--- src/hdl/lhtbl_pkg.sv ---
// ----------------------------------------------------------------------------
// lhtbl_pkg
// Shared types, codes and defaults for the linear probing hash table.
// ----------------------------------------------------------------------------
package lhtbl_pkg;

    localparam int TABLE_SIZE_DEF = 16;
    localparam int KEY_BYTES_DEF  = 8;

    localparam int KEY_W    = 64;
    localparam int VALUE_W  = 32;
    localparam int STATUS_W = 3;
    localparam int SLOT_W   = 4;
    localparam int FUNC_W   = 2;

    typedef logic [FUNC_W-1:0] t_func;
    localparam t_func FUNC_INSERT = 2'd0;
    localparam t_func FUNC_SEARCH = 2'd1;
    localparam t_func FUNC_DELETE = 2'd2;

    typedef logic [1:0] t_mark;
    localparam t_mark MARK_EMPTY   = 2'd0;
    localparam t_mark MARK_USED    = 2'd1;
    localparam t_mark MARK_DELETED = 2'd2;

    typedef logic [STATUS_W-1:0] t_status;
    localparam t_status ST_INSERTED  = 3'd0;
    localparam t_status ST_UPDATED   = 3'd1;
    localparam t_status ST_FOUND     = 3'd2;
    localparam t_status ST_NOT_FOUND = 3'd3;
    localparam t_status ST_FULL      = 3'd4;

    typedef enum logic [2:0] {
        S_CLEAR,
        S_IDLE,
        S_MOD,
        S_READ,
        S_CHECK
    } t_state;

    typedef struct packed {
        logic    clear_step;
        logic    load;
        logic    mod_step;
        logic    rd;
        logic    advance;
        logic    wr_mark;
        t_mark   mark_val;
        logic    wr_kv;
        logic    set_result;
        t_status res_status;
        logic    res_use_value;
    } t_ctrl_cmd;

    typedef struct packed {
        logic  clear_last;
        logic  mod_last;
        t_func func;
        t_mark mark;
        logic  key_match;
        logic  probe_last;
    } t_dp_status;

endpackage

--- src/hdl/linear_probe_hash_table.sv ---
// ----------------------------------------------------------------------------
// linear_probe_hash_table
// Open-addressed key/value table with linear probing and tombstones.
// ----------------------------------------------------------------------------
// After reset the block sweeps the slot marks, one slot a cycle, and holds busy
// high until the sweep is done. A request is taken when start is high and busy
// low. The home slot is found by a reciprocal multiply split into a quotient
// step and a remainder step, and each probed slot then takes a registered RAM
// read followed by a compare and write back. The result is registered and
// strobed on o_done once the last probed slot is checked, or after the remainder
// step for the unused function code; busy is low again in the strobe cycle.
// The result is valid only in the o_done cycle.
// ----------------------------------------------------------------------------
module linear_probe_hash_table #(
    parameter int TABLE_SIZE = lhtbl_pkg::TABLE_SIZE_DEF,
    parameter int KEY_BYTES  = lhtbl_pkg::KEY_BYTES_DEF
) (
    input  logic                                 i_clk,
    input  logic                                 i_rst_n,
    input  logic                                 start,
    output logic                                 busy,
    input  logic [lhtbl_pkg::FUNC_W-1:0]         i_func,
    input  logic [lhtbl_pkg::KEY_W-1:0]          i_key,
    input  logic signed [lhtbl_pkg::VALUE_W-1:0] i_value,
    output logic                                 o_done,
    output logic [lhtbl_pkg::STATUS_W-1:0]       o_status,
    output logic signed [lhtbl_pkg::VALUE_W-1:0] o_found_value,
    output logic [lhtbl_pkg::SLOT_W-1:0]         o_slot
);
    import lhtbl_pkg::*;

    t_ctrl_cmd  cmd;
    t_dp_status stat;

    lhtbl_ctrl u_ctrl (
        .i_clk   (i_clk),
        .i_rst_n (i_rst_n),
        .start   (start),
        .i_stat  (stat),
        .o_cmd   (cmd),
        .busy    (busy)
    );

    lhtbl_dp #(
        .TABLE_SIZE (TABLE_SIZE),
        .KEY_BYTES  (KEY_BYTES)
    ) u_dp (
        .i_clk         (i_clk),
        .i_rst_n       (i_rst_n),
        .i_cmd         (cmd),
        .i_func        (i_func),
        .i_key         (i_key),
        .i_value       (i_value),
        .o_stat        (stat),
        .o_done        (o_done),
        .o_status      (o_status),
        .o_found_value (o_found_value),
        .o_slot        (o_slot)
    );

    a_done_pulse: assert property (@(posedge i_clk) disable iff (!i_rst_n)
        o_done |=> !o_done)
        else $error("result strobe longer than one cycle");

    a_accept_busy: assert property (@(posedge i_clk) disable iff (!i_rst_n)
        (start && !busy) |=> busy)
        else $error("accepted request did not raise busy");

    a_slot_zero: assert property (@(posedge i_clk) disable iff (!i_rst_n)
        (o_done && (o_status == ST_NOT_FOUND || o_status == ST_FULL)) |-> (o_slot == '0))
        else $error("slot not zero on miss or full");

    a_value_found: assert property (@(posedge i_clk) disable iff (!i_rst_n)
        (o_done && o_found_value != '0) |-> (o_status == ST_FOUND))
        else $error("value returned without a hit");

endmodule

--- src/hdl/lhtbl_ram.sv ---
// ----------------------------------------------------------------------------
// lhtbl_ram
// Generic simple dual port RAM, one write port, one registered read port.
// ----------------------------------------------------------------------------
module lhtbl_ram #(
    parameter int WIDTH = 8,
    parameter int DEPTH = 16
) (
    input  logic                     i_clk,
    input  logic                     i_we,
    input  logic [$clog2(DEPTH)-1:0] i_waddr,
    input  logic [WIDTH-1:0]         i_wdata,
    input  logic                     i_re,
    input  logic [$clog2(DEPTH)-1:0] i_raddr,
    output logic [WIDTH-1:0]         o_rdata
);

    logic [WIDTH-1:0] r_mem [DEPTH];
    logic [WIDTH-1:0] r_rdata;

    always_ff @(posedge i_clk) begin
        if (i_we) begin
            r_mem[i_waddr] <= i_wdata;
        end
        if (i_re) begin
            r_rdata <= r_mem[i_raddr];
        end
    end

    assign o_rdata = r_rdata;

endmodule

--- src/hdl/lhtbl_ctrl.sv ---
// ----------------------------------------------------------------------------
// lhtbl_ctrl
// Sequencer for clearing, hashing, probing and result issue.
// ----------------------------------------------------------------------------
module lhtbl_ctrl (
    input  logic                  i_clk,
    input  logic                  i_rst_n,
    input  logic                  start,
    input  lhtbl_pkg::t_dp_status i_stat,
    output lhtbl_pkg::t_ctrl_cmd  o_cmd,
    output logic                  busy
);
    import lhtbl_pkg::*;

    t_state  r_state;
    t_state  n_state;

    logic    fin;
    t_status fin_status;
    logic    fin_use_value;
    logic    fin_wr_mark;
    t_mark   fin_mark_val;
    logic    fin_wr_kv;
    logic    func_ok;

    always_ff @(posedge i_clk) begin
        if (!i_rst_n) begin
            r_state <= S_CLEAR;
        end else begin
            r_state <= n_state;
        end
    end

    assign func_ok = (i_stat.func == FUNC_INSERT) || (i_stat.func == FUNC_SEARCH)
                  || (i_stat.func == FUNC_DELETE);

    always_comb begin
        fin           = 1'b0;
        fin_status    = ST_NOT_FOUND;
        fin_use_value = 1'b0;
        fin_wr_mark   = 1'b0;
        fin_mark_val  = MARK_USED;
        fin_wr_kv     = 1'b0;
        if (i_stat.func == FUNC_INSERT) begin
            if (i_stat.mark != MARK_USED) begin
                fin         = 1'b1;
                fin_status  = ST_INSERTED;
                fin_wr_mark = 1'b1;
                fin_wr_kv   = 1'b1;
            end else if (i_stat.key_match) begin
                fin        = 1'b1;
                fin_status = ST_UPDATED;
                fin_wr_kv  = 1'b1;
            end else if (i_stat.probe_last) begin
                fin        = 1'b1;
                fin_status = ST_FULL;
            end
        end else begin
            if (i_stat.mark == MARK_EMPTY) begin
                fin = 1'b1;
            end else if (i_stat.mark == MARK_USED && i_stat.key_match) begin
                fin        = 1'b1;
                fin_status = ST_FOUND;
                if (i_stat.func == FUNC_DELETE) begin
                    fin_wr_mark  = 1'b1;
                    fin_mark_val = MARK_DELETED;
                end else begin
                    fin_use_value = 1'b1;
                end
            end else if (i_stat.probe_last) begin
                fin = 1'b1;
            end
        end
    end

    always_comb begin
        n_state = r_state;
        unique case (r_state)
            S_CLEAR: begin
                if (i_stat.clear_last) n_state = S_IDLE;
            end
            S_IDLE: begin
                if (start) n_state = S_MOD;
            end
            S_MOD: begin
                if (i_stat.mod_last) n_state = func_ok ? S_READ : S_IDLE;
            end
            S_READ: begin
                n_state = S_CHECK;
            end
            S_CHECK: begin
                n_state = fin ? S_IDLE : S_READ;
            end
            default: n_state = S_IDLE;
        endcase
    end

    always_comb begin
        o_cmd = '0;
        o_cmd.mark_val   = MARK_USED;
        o_cmd.res_status = ST_NOT_FOUND;
        unique case (r_state)
            S_CLEAR: begin
                o_cmd.clear_step = 1'b1;
            end
            S_IDLE: begin
                o_cmd.load = start;
            end
            S_MOD: begin
                o_cmd.mod_step   = 1'b1;
                o_cmd.set_result = i_stat.mod_last && !func_ok;
            end
            S_READ: begin
                o_cmd.rd = 1'b1;
            end
            S_CHECK: begin
                o_cmd.advance       = !fin;
                o_cmd.wr_mark       = fin_wr_mark;
                o_cmd.mark_val      = fin_mark_val;
                o_cmd.wr_kv         = fin_wr_kv;
                o_cmd.set_result    = fin;
                o_cmd.res_status    = fin_status;
                o_cmd.res_use_value = fin_use_value;
            end
            default: begin
                o_cmd.res_status = ST_NOT_FOUND;
            end
        endcase
    end

    assign busy = (r_state != S_IDLE);

endmodule

--- src/hdl/lhtbl_dp.sv ---
// ----------------------------------------------------------------------------
// lhtbl_dp
// Key cleanup, byte-sum hash, modulo reduction, slot storage and results.
// ----------------------------------------------------------------------------
module lhtbl_dp #(
    parameter int TABLE_SIZE = 16,
    parameter int KEY_BYTES  = 8
) (
    input  logic                                 i_clk,
    input  logic                                 i_rst_n,
    input  lhtbl_pkg::t_ctrl_cmd                 i_cmd,
    input  logic [lhtbl_pkg::FUNC_W-1:0]         i_func,
    input  logic [lhtbl_pkg::KEY_W-1:0]          i_key,
    input  logic signed [lhtbl_pkg::VALUE_W-1:0] i_value,
    output lhtbl_pkg::t_dp_status                o_stat,
    output logic                                 o_done,
    output logic [lhtbl_pkg::STATUS_W-1:0]       o_status,
    output logic signed [lhtbl_pkg::VALUE_W-1:0] o_found_value,
    output logic [lhtbl_pkg::SLOT_W-1:0]         o_slot
);
    import lhtbl_pkg::*;

    localparam int IDX_W     = $clog2(TABLE_SIZE);
    localparam int SUM_MAX   = KEY_BYTES * 255;
    localparam int SUM_W     = $clog2(SUM_MAX + 1);
    localparam int RECIP_SH  = SUM_W + IDX_W;
    localparam int RECIP_M   = ((1 << RECIP_SH) + TABLE_SIZE - 1) / TABLE_SIZE;
    localparam int MOD_N     = 2;
    localparam int MS_W      = $clog2(MOD_N + 1);

    t_func              r_func;
    logic [KEY_W-1:0]   r_key;
    logic [VALUE_W-1:0] r_value;
    logic [SUM_W-1:0]   r_sum;
    logic [SUM_W-1:0]   r_quot;
    logic [MS_W-1:0]    r_mstep;
    logic [IDX_W-1:0]   r_idx;
    logic [IDX_W-1:0]   r_cnt;
    logic [IDX_W-1:0]   r_clr;
    logic               r_done;
    t_status            r_status;
    logic [VALUE_W-1:0] r_fval;
    logic [SLOT_W-1:0]  r_slot;

    logic [KEY_W-1:0]   ckey;
    logic [SUM_W-1:0]   csum;
    logic               alive;
    logic [7:0]         kbyte;
    logic [31:0]        sum_ext;
    logic [31:0]        quot;
    logic [31:0]        n_red;
    logic [31:0]        idx_ext;
    logic [IDX_W-1:0]   n_idx_inc;

    logic               mark_we;
    logic [IDX_W-1:0]   mark_waddr;
    t_mark              mark_wdata;
    t_mark              mark_rd;
    logic [KEY_W-1:0]   key_rd;
    logic [VALUE_W-1:0] value_rd;

    always_comb begin
        ckey  = '0;
        csum  = '0;
        alive = 1'b1;
        kbyte = '0;
        for (int i = 0; i < 8; i++) begin
            kbyte = i_key[8*i +: 8];
            if (i < KEY_BYTES && alive && kbyte != 8'd0) begin
                ckey[8*i +: 8] = kbyte;
                csum           = csum + SUM_W'(kbyte);
            end else begin
                alive = 1'b0;
            end
        end
    end

    // quotient by reciprocal multiply, remainder from the registered quotient in the next step
    assign sum_ext   = 32'(r_sum);
    assign quot      = (sum_ext * 32'(RECIP_M)) >> RECIP_SH;
    assign n_red     = sum_ext - (32'(r_quot) * 32'(TABLE_SIZE));
    assign n_idx_inc = (r_idx == IDX_W'(TABLE_SIZE - 1)) ? '0 : r_idx + 1'b1;
    assign idx_ext   = 32'(r_idx);

    always_ff @(posedge i_clk) begin
        if (i_cmd.load) begin
            r_func  <= i_func;
            r_key   <= ckey;
            r_value <= i_value;
            r_sum   <= csum;
            r_mstep <= MS_W'(MOD_N - 1);
        end
        if (i_cmd.mod_step) begin
            r_quot  <= quot[SUM_W-1:0];
            r_mstep <= r_mstep - 1'b1;
            r_idx   <= n_red[IDX_W-1:0];
            r_cnt   <= '0;
        end
        if (i_cmd.advance) begin
            r_idx <= n_idx_inc;
            r_cnt <= r_cnt + 1'b1;
        end
        if (i_cmd.set_result) begin
            r_status <= i_cmd.res_status;
            r_fval   <= i_cmd.res_use_value ? value_rd : '0;
            case (i_cmd.res_status) inside
                ST_INSERTED, ST_UPDATED, ST_FOUND: r_slot <= idx_ext[SLOT_W-1:0];
                default:                           r_slot <= '0;
            endcase
        end
    end

    always_ff @(posedge i_clk) begin
        if (!i_rst_n) begin
            r_clr  <= '0;
            r_done <= 1'b0;
        end else begin
            r_done <= i_cmd.set_result;
            if (i_cmd.clear_step) begin
                r_clr <= r_clr + 1'b1;
            end
        end
    end

    assign mark_we    = i_cmd.clear_step || i_cmd.wr_mark;
    assign mark_waddr = i_cmd.clear_step ? r_clr : r_idx;
    assign mark_wdata = i_cmd.clear_step ? MARK_EMPTY : i_cmd.mark_val;

    lhtbl_ram #(.WIDTH(2), .DEPTH(TABLE_SIZE)) u_mark_ram (
        .i_clk   (i_clk),
        .i_we    (mark_we),
        .i_waddr (mark_waddr),
        .i_wdata (mark_wdata),
        .i_re    (i_cmd.rd),
        .i_raddr (r_idx),
        .o_rdata (mark_rd)
    );

    lhtbl_ram #(.WIDTH(KEY_W), .DEPTH(TABLE_SIZE)) u_key_ram (
        .i_clk   (i_clk),
        .i_we    (i_cmd.wr_kv),
        .i_waddr (r_idx),
        .i_wdata (r_key),
        .i_re    (i_cmd.rd),
        .i_raddr (r_idx),
        .o_rdata (key_rd)
    );

    lhtbl_ram #(.WIDTH(VALUE_W), .DEPTH(TABLE_SIZE)) u_value_ram (
        .i_clk   (i_clk),
        .i_we    (i_cmd.wr_kv),
        .i_waddr (r_idx),
        .i_wdata (r_value),
        .i_re    (i_cmd.rd),
        .i_raddr (r_idx),
        .o_rdata (value_rd)
    );

    assign o_stat.clear_last = (r_clr == IDX_W'(TABLE_SIZE - 1));
    assign o_stat.mod_last   = (r_mstep == '0);
    assign o_stat.func       = r_func;
    assign o_stat.mark       = mark_rd;
    assign o_stat.key_match  = (key_rd == r_key);
    assign o_stat.probe_last = (r_cnt == IDX_W'(TABLE_SIZE - 1));

    assign o_done        = r_done;
    assign o_status      = r_status;
    assign o_found_value = r_fval;
    assign o_slot        = r_slot;

endmodule

--- config.mk ---
export PLATFORM = sky130hd
export DESIGN_NAME = linear_probe_hash_table
export DESIGN_NICKNAME = d
export VERILOG_FILES = /design/src/hdl/lhtbl_pkg.sv /design/src/hdl/linear_probe_hash_table.sv /design/src/hdl/lhtbl_ram.sv /design/src/hdl/lhtbl_ctrl.sv /design/src/hdl/lhtbl_dp.sv
export SDC_FILE = /design/constraint.sdc
export NUM_CORES = 2
export LEC_CHECK = 0
export ABC_AREA = 1
export BUFFER_PORTS_ARGS = -buffer_cell sky130_fd_sc_hd__buf_2
export CAP_MARGIN = 20
export CORE_UTILIZATION = 25
export CTS_BUF_LIST = sky130_fd_sc_hd__clkbuf_4 sky130_fd_sc_hd__clkbuf_8 sky130_fd_sc_hd__clkbuf_16
export DETAILED_ROUTE_END_ITERATION = 16
export PLACE_DENSITY = 0.45
export SLEW_MARGIN = 20
export SYNTH_ARGS = -nofsm -noshare
export SYNTH_HDL_FRONTEND = slang
export SYNTH_SLANG_ARGS = --single-unit
--- constraint.sdc ---
create_clock -name i_clk -period 8.2 [get_ports i_clk]
set_input_delay 0.82 -clock i_clk [delete_from_list [all_inputs] [get_ports i_clk]]
set_output_delay 0.82 -clock i_clk [all_outputs]
set_load 0.005 [all_outputs]
Word-level counts from Yosys, hierarchy flattened
Memory sizes are Yosys's and may differ from the RTL's. A register that Yosys moved wholly into a read port is not among the register bits.
Cells that the tools add are included.

word-level totals
  register bits = 159
  bits in latches = 0
  bits in writable memories = 1568
  bits in read-only memories = 0
  output and inout bits = 41
  word-level logic and storage cells = 154
  memories kept = 3

cells by class
  add/sub/neg operators = 12
  $mul = 0
  divide/modulo/power cells = 0
  $lt $le $gt $ge = 0
  eq/ne operators = 18
  shift-type cells = 0
  mux-type cells = 70
  bitwise operators = 0
  reduce and logical (&&, ||, !) cells = 31

memories
  memory                  words  bits a word  read ports  clocked after memory_dff  write ports  RTL line         RTL
  u_dp.u_key_ram.r_mem    16     64           1           1                         1            lhtbl_ram.sv:18  logic [WIDTH-1:0] r_mem [DEPTH];
  u_dp.u_value_ram.r_mem  16     32           1           1                         1            lhtbl_ram.sv:18
  u_dp.u_mark_ram.r_mem   16     2            1           1                         1            lhtbl_ram.sv:18

operators by type and width
  cell                                                 number
  equality test 64 bit                                 1
  nonzero test 8 bit                                   8
  two-way mux 4 bit                                    14
  two-way mux 1 bit                                    35
  adder 4 bit                                          7
  two-way mux 3 bit                                    9
  two-way mux 2 bit                                    9
  case mux 3 bit (5 select lines)                      1
  adder 4 x 1 -> 4 bit, second input constant          3
  equality test 4 bit, second input constant           3
  equality test 3 x 2 -> 1 bit, second input constant  3
  logical AND 1 bit                                    9
  equality test 3 x 1 -> 1 bit, second input constant  2
  logical NOT 2 bit                                    3
  logical NOT 3 bit                                    2
  two-way mux 5 bit                                    1
  equality test 2 x 1 -> 1 bit, second input constant  2
  != test 2 x 1 -> 1 bit, second input constant        2
  != test 2 bit, second input constant                 2
  nonzero test 2 bit                                   2
  subtractor 4 x 1 -> 4 bit, second input constant     1
  equality test 3 bit, second input constant           1
  logical OR 1 bit                                     3
  != test 3 x 1 -> 1 bit, second input constant        1
  other kinds (6)                                      7

Logic depth before layout (Yosys ltp)
  depth after elaboration = 16
  depth in mapped cells = 44
  depth with buffers taken out = 44

By module
Synthesis repeated with hierarchy kept, for this count alone.

second synthesis, totals
  cells, all modules = 7361
  area, all modules = 78982.0 um^2

modules (own cells, without submodules)
  module                         instances  cells an instance  area an instance (um^2)  sequential area each (um^2)
  lhtbl_ram at u_dp.u_key_ram    1          4210               45926.5                  32671.3
  lhtbl_ram at u_dp.u_value_ram  1          2120               23050.9                  16335.7
  lhtbl_dp                       1          802                8051.5                   4634.4
  lhtbl_ram at u_dp.u_mark_ram   1          159                1551.5                   1021.0
  lhtbl_ctrl                     1          70                 401.6                    60.1

Worst setup path before layout
Ideal clock, no wire load.

  path kind = input-to-reg
  from = in i_key[14] in the netlist's numbering
  to = reg u_dp.r_sum[3], data pin
  setup time = 0.253 ns
  arrival time = 6.482 ns
  data required time = 7.947 ns
  slack = 1.465 ns
  cell stages on the path = 38
  buffers on the path = 1
  path through = inv_1 > nand2_1 > nor3_1 > nand2_2 > nand2_2 > buf_4 > nand2_1 > nand2_1 > ha_1 > inv_1 > fa_1 > nand2_1 > nand2_1 > fa_1 > or2_2 > nand2_1 > inv_1 > fa_1 > [2 not listed] > fa_1 > or2_1 > nand2_1 > inv_1 > fa_1 > or2_2 > nand3_1 > a21boi_1 > ha_1 > a21oi_1 > nand2_1 > xor2_1 > inv_1 > nand4_1 > nand3_1 > nand2_1 > nand2_1 > nand2_1

on the way
  cells in the longest elaborated chain, start to end = 15

RTL lines
  element                                                        RTL line                        RTL
  start: declaration                                             linear_probe_hash_table.sv:23   input logic [lhtbl_pkg::KEY_W-1:0] i_key,
  nonzero test 8 bit (*)                                         lhtbl_dp.sv:69                  if (i < KEY_BYTES && alive && kbyte != 8'd0) begin
  logical AND 1 bit (*)                                          lhtbl_dp.sv:69
  two-way mux 4 bit / two-way mux 1 bit (equally long branches)  lhtbl_dp.sv:69
  adder 4 bit / logical AND 1 bit (equally long branches)        lhtbl_dp.sv:71, lhtbl_dp.sv:69
  two-way mux 4 bit / two-way mux 1 bit (equally long branches)  lhtbl_dp.sv:69
  adder 4 bit / logical AND 1 bit (equally long branches)        lhtbl_dp.sv:71, lhtbl_dp.sv:69
  two-way mux 4 bit / two-way mux 1 bit (equally long branches)  lhtbl_dp.sv:69
  adder 4 bit / logical AND 1 bit (equally long branches)        lhtbl_dp.sv:71, lhtbl_dp.sv:69
  two-way mux 4 bit / two-way mux 1 bit (equally long branches)  lhtbl_dp.sv:69
  adder 4 bit / logical AND 1 bit (equally long branches)        lhtbl_dp.sv:71, lhtbl_dp.sv:69
  two-way mux 4 bit / two-way mux 1 bit (equally long branches)  lhtbl_dp.sv:69
  adder 4 bit / logical AND 1 bit (equally long branches)        lhtbl_dp.sv:71, lhtbl_dp.sv:69
  two-way mux 4 bit / two-way mux 1 bit (equally long branches)  lhtbl_dp.sv:69
  adder 4 bit / logical AND 1 bit (equally long branches)        lhtbl_dp.sv:71, lhtbl_dp.sv:69
  two-way mux 4 bit (*)                                          lhtbl_dp.sv:69
  net u_dp.csum[3]                                               lhtbl_dp.sv:46                  logic [SUM_W-1:0] csum;
  end signal: assignment                                         lhtbl_dp.sv:90                  r_sum <= csum;
  end: declaration                                               lhtbl_dp.sv:34                  logic [SUM_W-1:0] r_sum;

Mark *: on every way through the listed nets, which the timed path passes. The rest lies on a longest branch.
A chain may end at the register's enable or synchronous reset.

Final worst setup path
  from = in i_key[4] in the netlist's numbering
  to = reg u_dp.r_sum[3], data pin

on the way
  cells in the longest elaborated chain, start to end = 16

RTL lines
  element                                                        RTL line
  nonzero test 8 bit (*)                                         lhtbl_dp.sv:69
  two-way mux 4 bit / two-way mux 1 bit (equally long branches)  lhtbl_dp.sv:69
  adder 4 bit / logical AND 1 bit (equally long branches)        lhtbl_dp.sv:71, lhtbl_dp.sv:69
  two-way mux 4 bit / two-way mux 1 bit (equally long branches)  lhtbl_dp.sv:69
  adder 4 bit / logical AND 1 bit (equally long branches)        lhtbl_dp.sv:71, lhtbl_dp.sv:69
  two-way mux 4 bit / two-way mux 1 bit (equally long branches)  lhtbl_dp.sv:69
  adder 4 bit / logical AND 1 bit (equally long branches)        lhtbl_dp.sv:71, lhtbl_dp.sv:69
  two-way mux 4 bit / two-way mux 1 bit (equally long branches)  lhtbl_dp.sv:69
  adder 4 bit / logical AND 1 bit (equally long branches)        lhtbl_dp.sv:71, lhtbl_dp.sv:69
  two-way mux 4 bit / two-way mux 1 bit (equally long branches)  lhtbl_dp.sv:69
  adder 4 bit / logical AND 1 bit (equally long branches)        lhtbl_dp.sv:71, lhtbl_dp.sv:69
  two-way mux 4 bit / two-way mux 1 bit (equally long branches)  lhtbl_dp.sv:69
  adder 4 bit / logical AND 1 bit (equally long branches)        lhtbl_dp.sv:71, lhtbl_dp.sv:69
  two-way mux 4 bit / two-way mux 1 bit (equally long branches)  lhtbl_dp.sv:69
  adder 4 bit / logical AND 1 bit (equally long branches)        lhtbl_dp.sv:71, lhtbl_dp.sv:69
  two-way mux 4 bit (*)                                          lhtbl_dp.sv:69
  net u_dp.csum[3]                                               lhtbl_dp.sv:46

Marks and branches as above.

==> metrics <==
outcome finished, final reports clean; Critical Path Slowest Stage Cell fa_1; critical path startpoint category input pin; CTS tree built; Initial Util 25.1%; fin util between 20 and 30%; clk buf depth 3; post-CTS setup buffers 0; CP Max Fanout 3; Avg WL per Cell 22.6 um; Warnings, synthesis 0; largest net degree at the start of global routing ~180; post-synth cell types 41; Critical Path End u_dp.r_sum[3]; worst min path class in2reg; DR vias/cell 4.62; cell taking the most area after synthesis edfxtp_1; startpoint of the worst register-to-register path u_dp.r_key[5]; Setup crit start i_key[4]; GRT Overall Usage 14.7%; clock skew approximately 0.044 ns; DR pass1 iterations 5; worst reg2reg path depth 13; worst skew pair latency approximately 0.85 ns; worst-margin pin slew 1.07 ns; largest cells by area after synthesis edfxtp_1 (76%), o21ai_0 (5.6%), nor2_1 (5.5%); Seq/Total Area, Yosys between 70% and 80%; asr flop ratio synth 0%; synthesized area per cell around 13 um2; root buf cell clkbuf_16; Die W 538 um; Top-Level Pins ~140; ys flop type edfxtp_1; final hold violations 0; final period utilization approximately 80%; WL final ~220 mm; Syn-to-layout area delta 16.3%; Iter 0 DRT Violations ~3,800; die height 538 um; vias post-DR 44,200; Max Cap Viol 0; Fin Setup TNS 0 ns; r2r endpoint u_dp.u_key_ram.r_mem[12][5]; Slew headroom between 20% and 30%; fin nets a little under 6,000; gpl congestion between 0.7 and 0.8; final setup fails 0; CTS resizes 0; Power Density 233 mW/mm2; total gr overflow 0; post-layout minimum cycle time roughly 6.5 ns; initial antenna violation count 17; clock-pin slew on the worst setup and hold paths about 0.06 ns; clk sink count ~1,800; DIE AREA a little under 0.3 mm2; DRC 0; Antenna Nets Post-Route 0; post-DP HPWL between 100 and 150 mm; row cnt roughly 200; most used cell, CP nand2_1; vias in the first global route around 43,000; Net Count, Synth 5,666; Setup crit end kind flop; CP required roughly 9 ns; r2r setup slk 3.27 ns; Core Footprint roughly 0.29 mm2; RSZ-0062 raised after global routing no; Max VDD drop 0.230 mV; post-synthesis register bit count ~1,800; first-pass GRT wire length 309 mm; Slew Viols, Final 0; Port Buf Inserts approximately 140; post-synthesis cell area just over 0.07 mm2; layout cells sized above 1 a little over a tenth; Post-CTS Hold Buffers 0; Crit Path Class in2reg; CP peak stage delay between 0.5 and 0.6 ns; H-tree depth 4; top-area cell type share of the netlist area between 70 and 80%; CP arrival just over 7 ns; CTS Buf Count roughly 200; leakage power 27.3 nW; Peak Freq between 150 and 200 MHz; count of flip-flops with a built-in enable after synthesis 1,817; Layout fillers roughly 29,000; Post-Synthesis Cells ~5,500
through the flow:
step / setup WS (ns) / cell area [um2] / instances / hold WS (ns) / total power [mW]
global placement: 0.709 / 77000 / 9216 / 0.485 / 10.8
global route: 1.19 / 83400 / 9574 / 0.0970 / 20.1
finish: 1.67 / 83400 / 9574 / 0.154 / 19.5
detailed placement: 0.744 / 77000 / 9217 / 0.492 / 10.8
floorplan: 1.46 / 71700 / 5530 / 0.457 / 10.6
CTS: 1.65 / 83400 / 9570 / 0.0808 / 19.7
cells in the final DEF (no fill, tap or decap), types with 4 or more instances in the layout:
cell type      n
clkinv_1      45
nand2_2        4
clkinv_8       4
edfxtp_1    1817
fa_1           7
xor2_1        21
o21ai_0      798
o22ai_1      393
buf_4         93
nor4_1         8
nor2_4        22
nand4_1      102
clkbuf_16    202
dfxtp_1        8
buf_2        141
nor3_1        10
inv_2          4
bufinv_16     15
inv_1        234
inv_6          8
clkinvlp_4    10
nand3_1       42
or2_2          5
nand2_1      631
clkbuf_4      34
buf_12        16
ha_1          28
clkinv_2      30
nor2_1      1023
a21oi_1       16
xnor2_1        5
kinds of logic after synthesis:
| logic type | count (synthesis) | share of synthesized area [%] |
|---|---|---|
| flip-flops | 1825 | 76.3 |
| AO/OA/AOI/OAI | 1212 | 9.16 |
| adder cells (fa/ha/maj) | 35 | 0.684 |
| buffers and inverters | 568 | 3.15 |
| XOR/XNOR | 26 | 0.318 |
| AND/OR/NAND/NOR | 1864 | 10.4 |
where the power goes:
| part | total [mW] | switching (mW) | internal [mW] |
|---|---|---|---|
| clock network | 8.83 | 3.74 | 5.08 |
| registers | 10.1 | 0.00201 | 10.1 |
| logic | 0.510 | 0.291 | 0.219 |
critical path, delay by kind of cell:
family                     cells  cell delay, ns
AOI/OAI and AO/OA              2            0.30
xor gates and xnor gates       1            0.14
adders and majority gates      7            2.69
buffers and inverters          6            0.54
and+or+nand+nor               21            2.64
worst min-delay path by stage:
| stage | from | endpoint | slack [ns] | cells past startpoint |
|---|---|---|---|---|
| 5_1_grt | i_value[3] | u_dp.r_value[3] | 0.1 | 1 |
| 3_3_place_gp | u_dp.r_clr[2] | u_dp.r_clr[2] | 0.48 | 2 |
| 3_5_place_dp | u_dp.r_clr[2] | u_dp.r_clr[2] | 0.49 | 2 |
| 4_1_cts | i_value[3] | u_dp.r_value[3] | 0.08 | 1 |
| 2_1_floorplan | u_dp.r_clr[2] | u_dp.r_clr[2] | 0.46 | 2 |
| 6_report | i_value[27] | u_dp.r_value[27] | 0.15 | 1 |
metal layers:
layer	vias to the layer above	wire (um)	global-route usage (%)	part of all wire, %
li1	20300	-	-	-
met1	22500	98400	20.1	45
met2	1125	103000	24.3	48
met3	273	10500	2.05	4.8
met4	0	4630	3.88	2.1
met5	-	0	0	0
registers in the layout, summed over array words and instances (netlist names), 32 cells and up:
| name | flops |
|---|---|
| u_dp.u_key_ram.o_rdata | 64 |
| u_dp.u_key_ram.r_mem | 1024 |
| u_dp.r_value | 32 |
| u_dp.u_mark_ram.r_mem | 32 |
| u_dp.r_key | 64 |
| u_dp.o_found_value | 32 |
| u_dp.u_value_ram.o_rdata | 32 |
| u_dp.u_value_ram.r_mem | 512 |
layout make-up:
type,instances,area [um2],share of cell area (%)
Tap cell,3762,4710,5.64
Clock inverter,117,1090,1.31
Sequential cell,1825,54700,65.6
Multi-Input combinational cell,3137,14900,17.9
Antenna cell,3,7.51,0.00900
Clock buffer,236,5310,6.37
Timing Repair Buffer,250,1720,2.07
Inverter,244,943,1.13
synthesized netlist by cell type (2+ instances only):
library cell and count:
or2_1 2, xnor2_1 5, inv_4 3, nand3_1 43, inv_1 235, buf_6 2
o21ai_0 798, ha_1 28, nand2_2 3, nor4_1 8, inv_2 5, nand2_1 632
nand3_4 2, nand2_4 2, dfxtp_1 8, nand3b_1 3, edfxtp_1 1817, buf_1 12
buf_2 63, clkbuf_1 241, nor3_1 10, and2_1 3, xor2_1 21, fa_1 7
a21oi_1 16, or2_2 5, nand4_1 102, buf_4 6, nor2_1 1044, o22ai_1 393
Note: power is estimated with default switching activity, not from simulation.
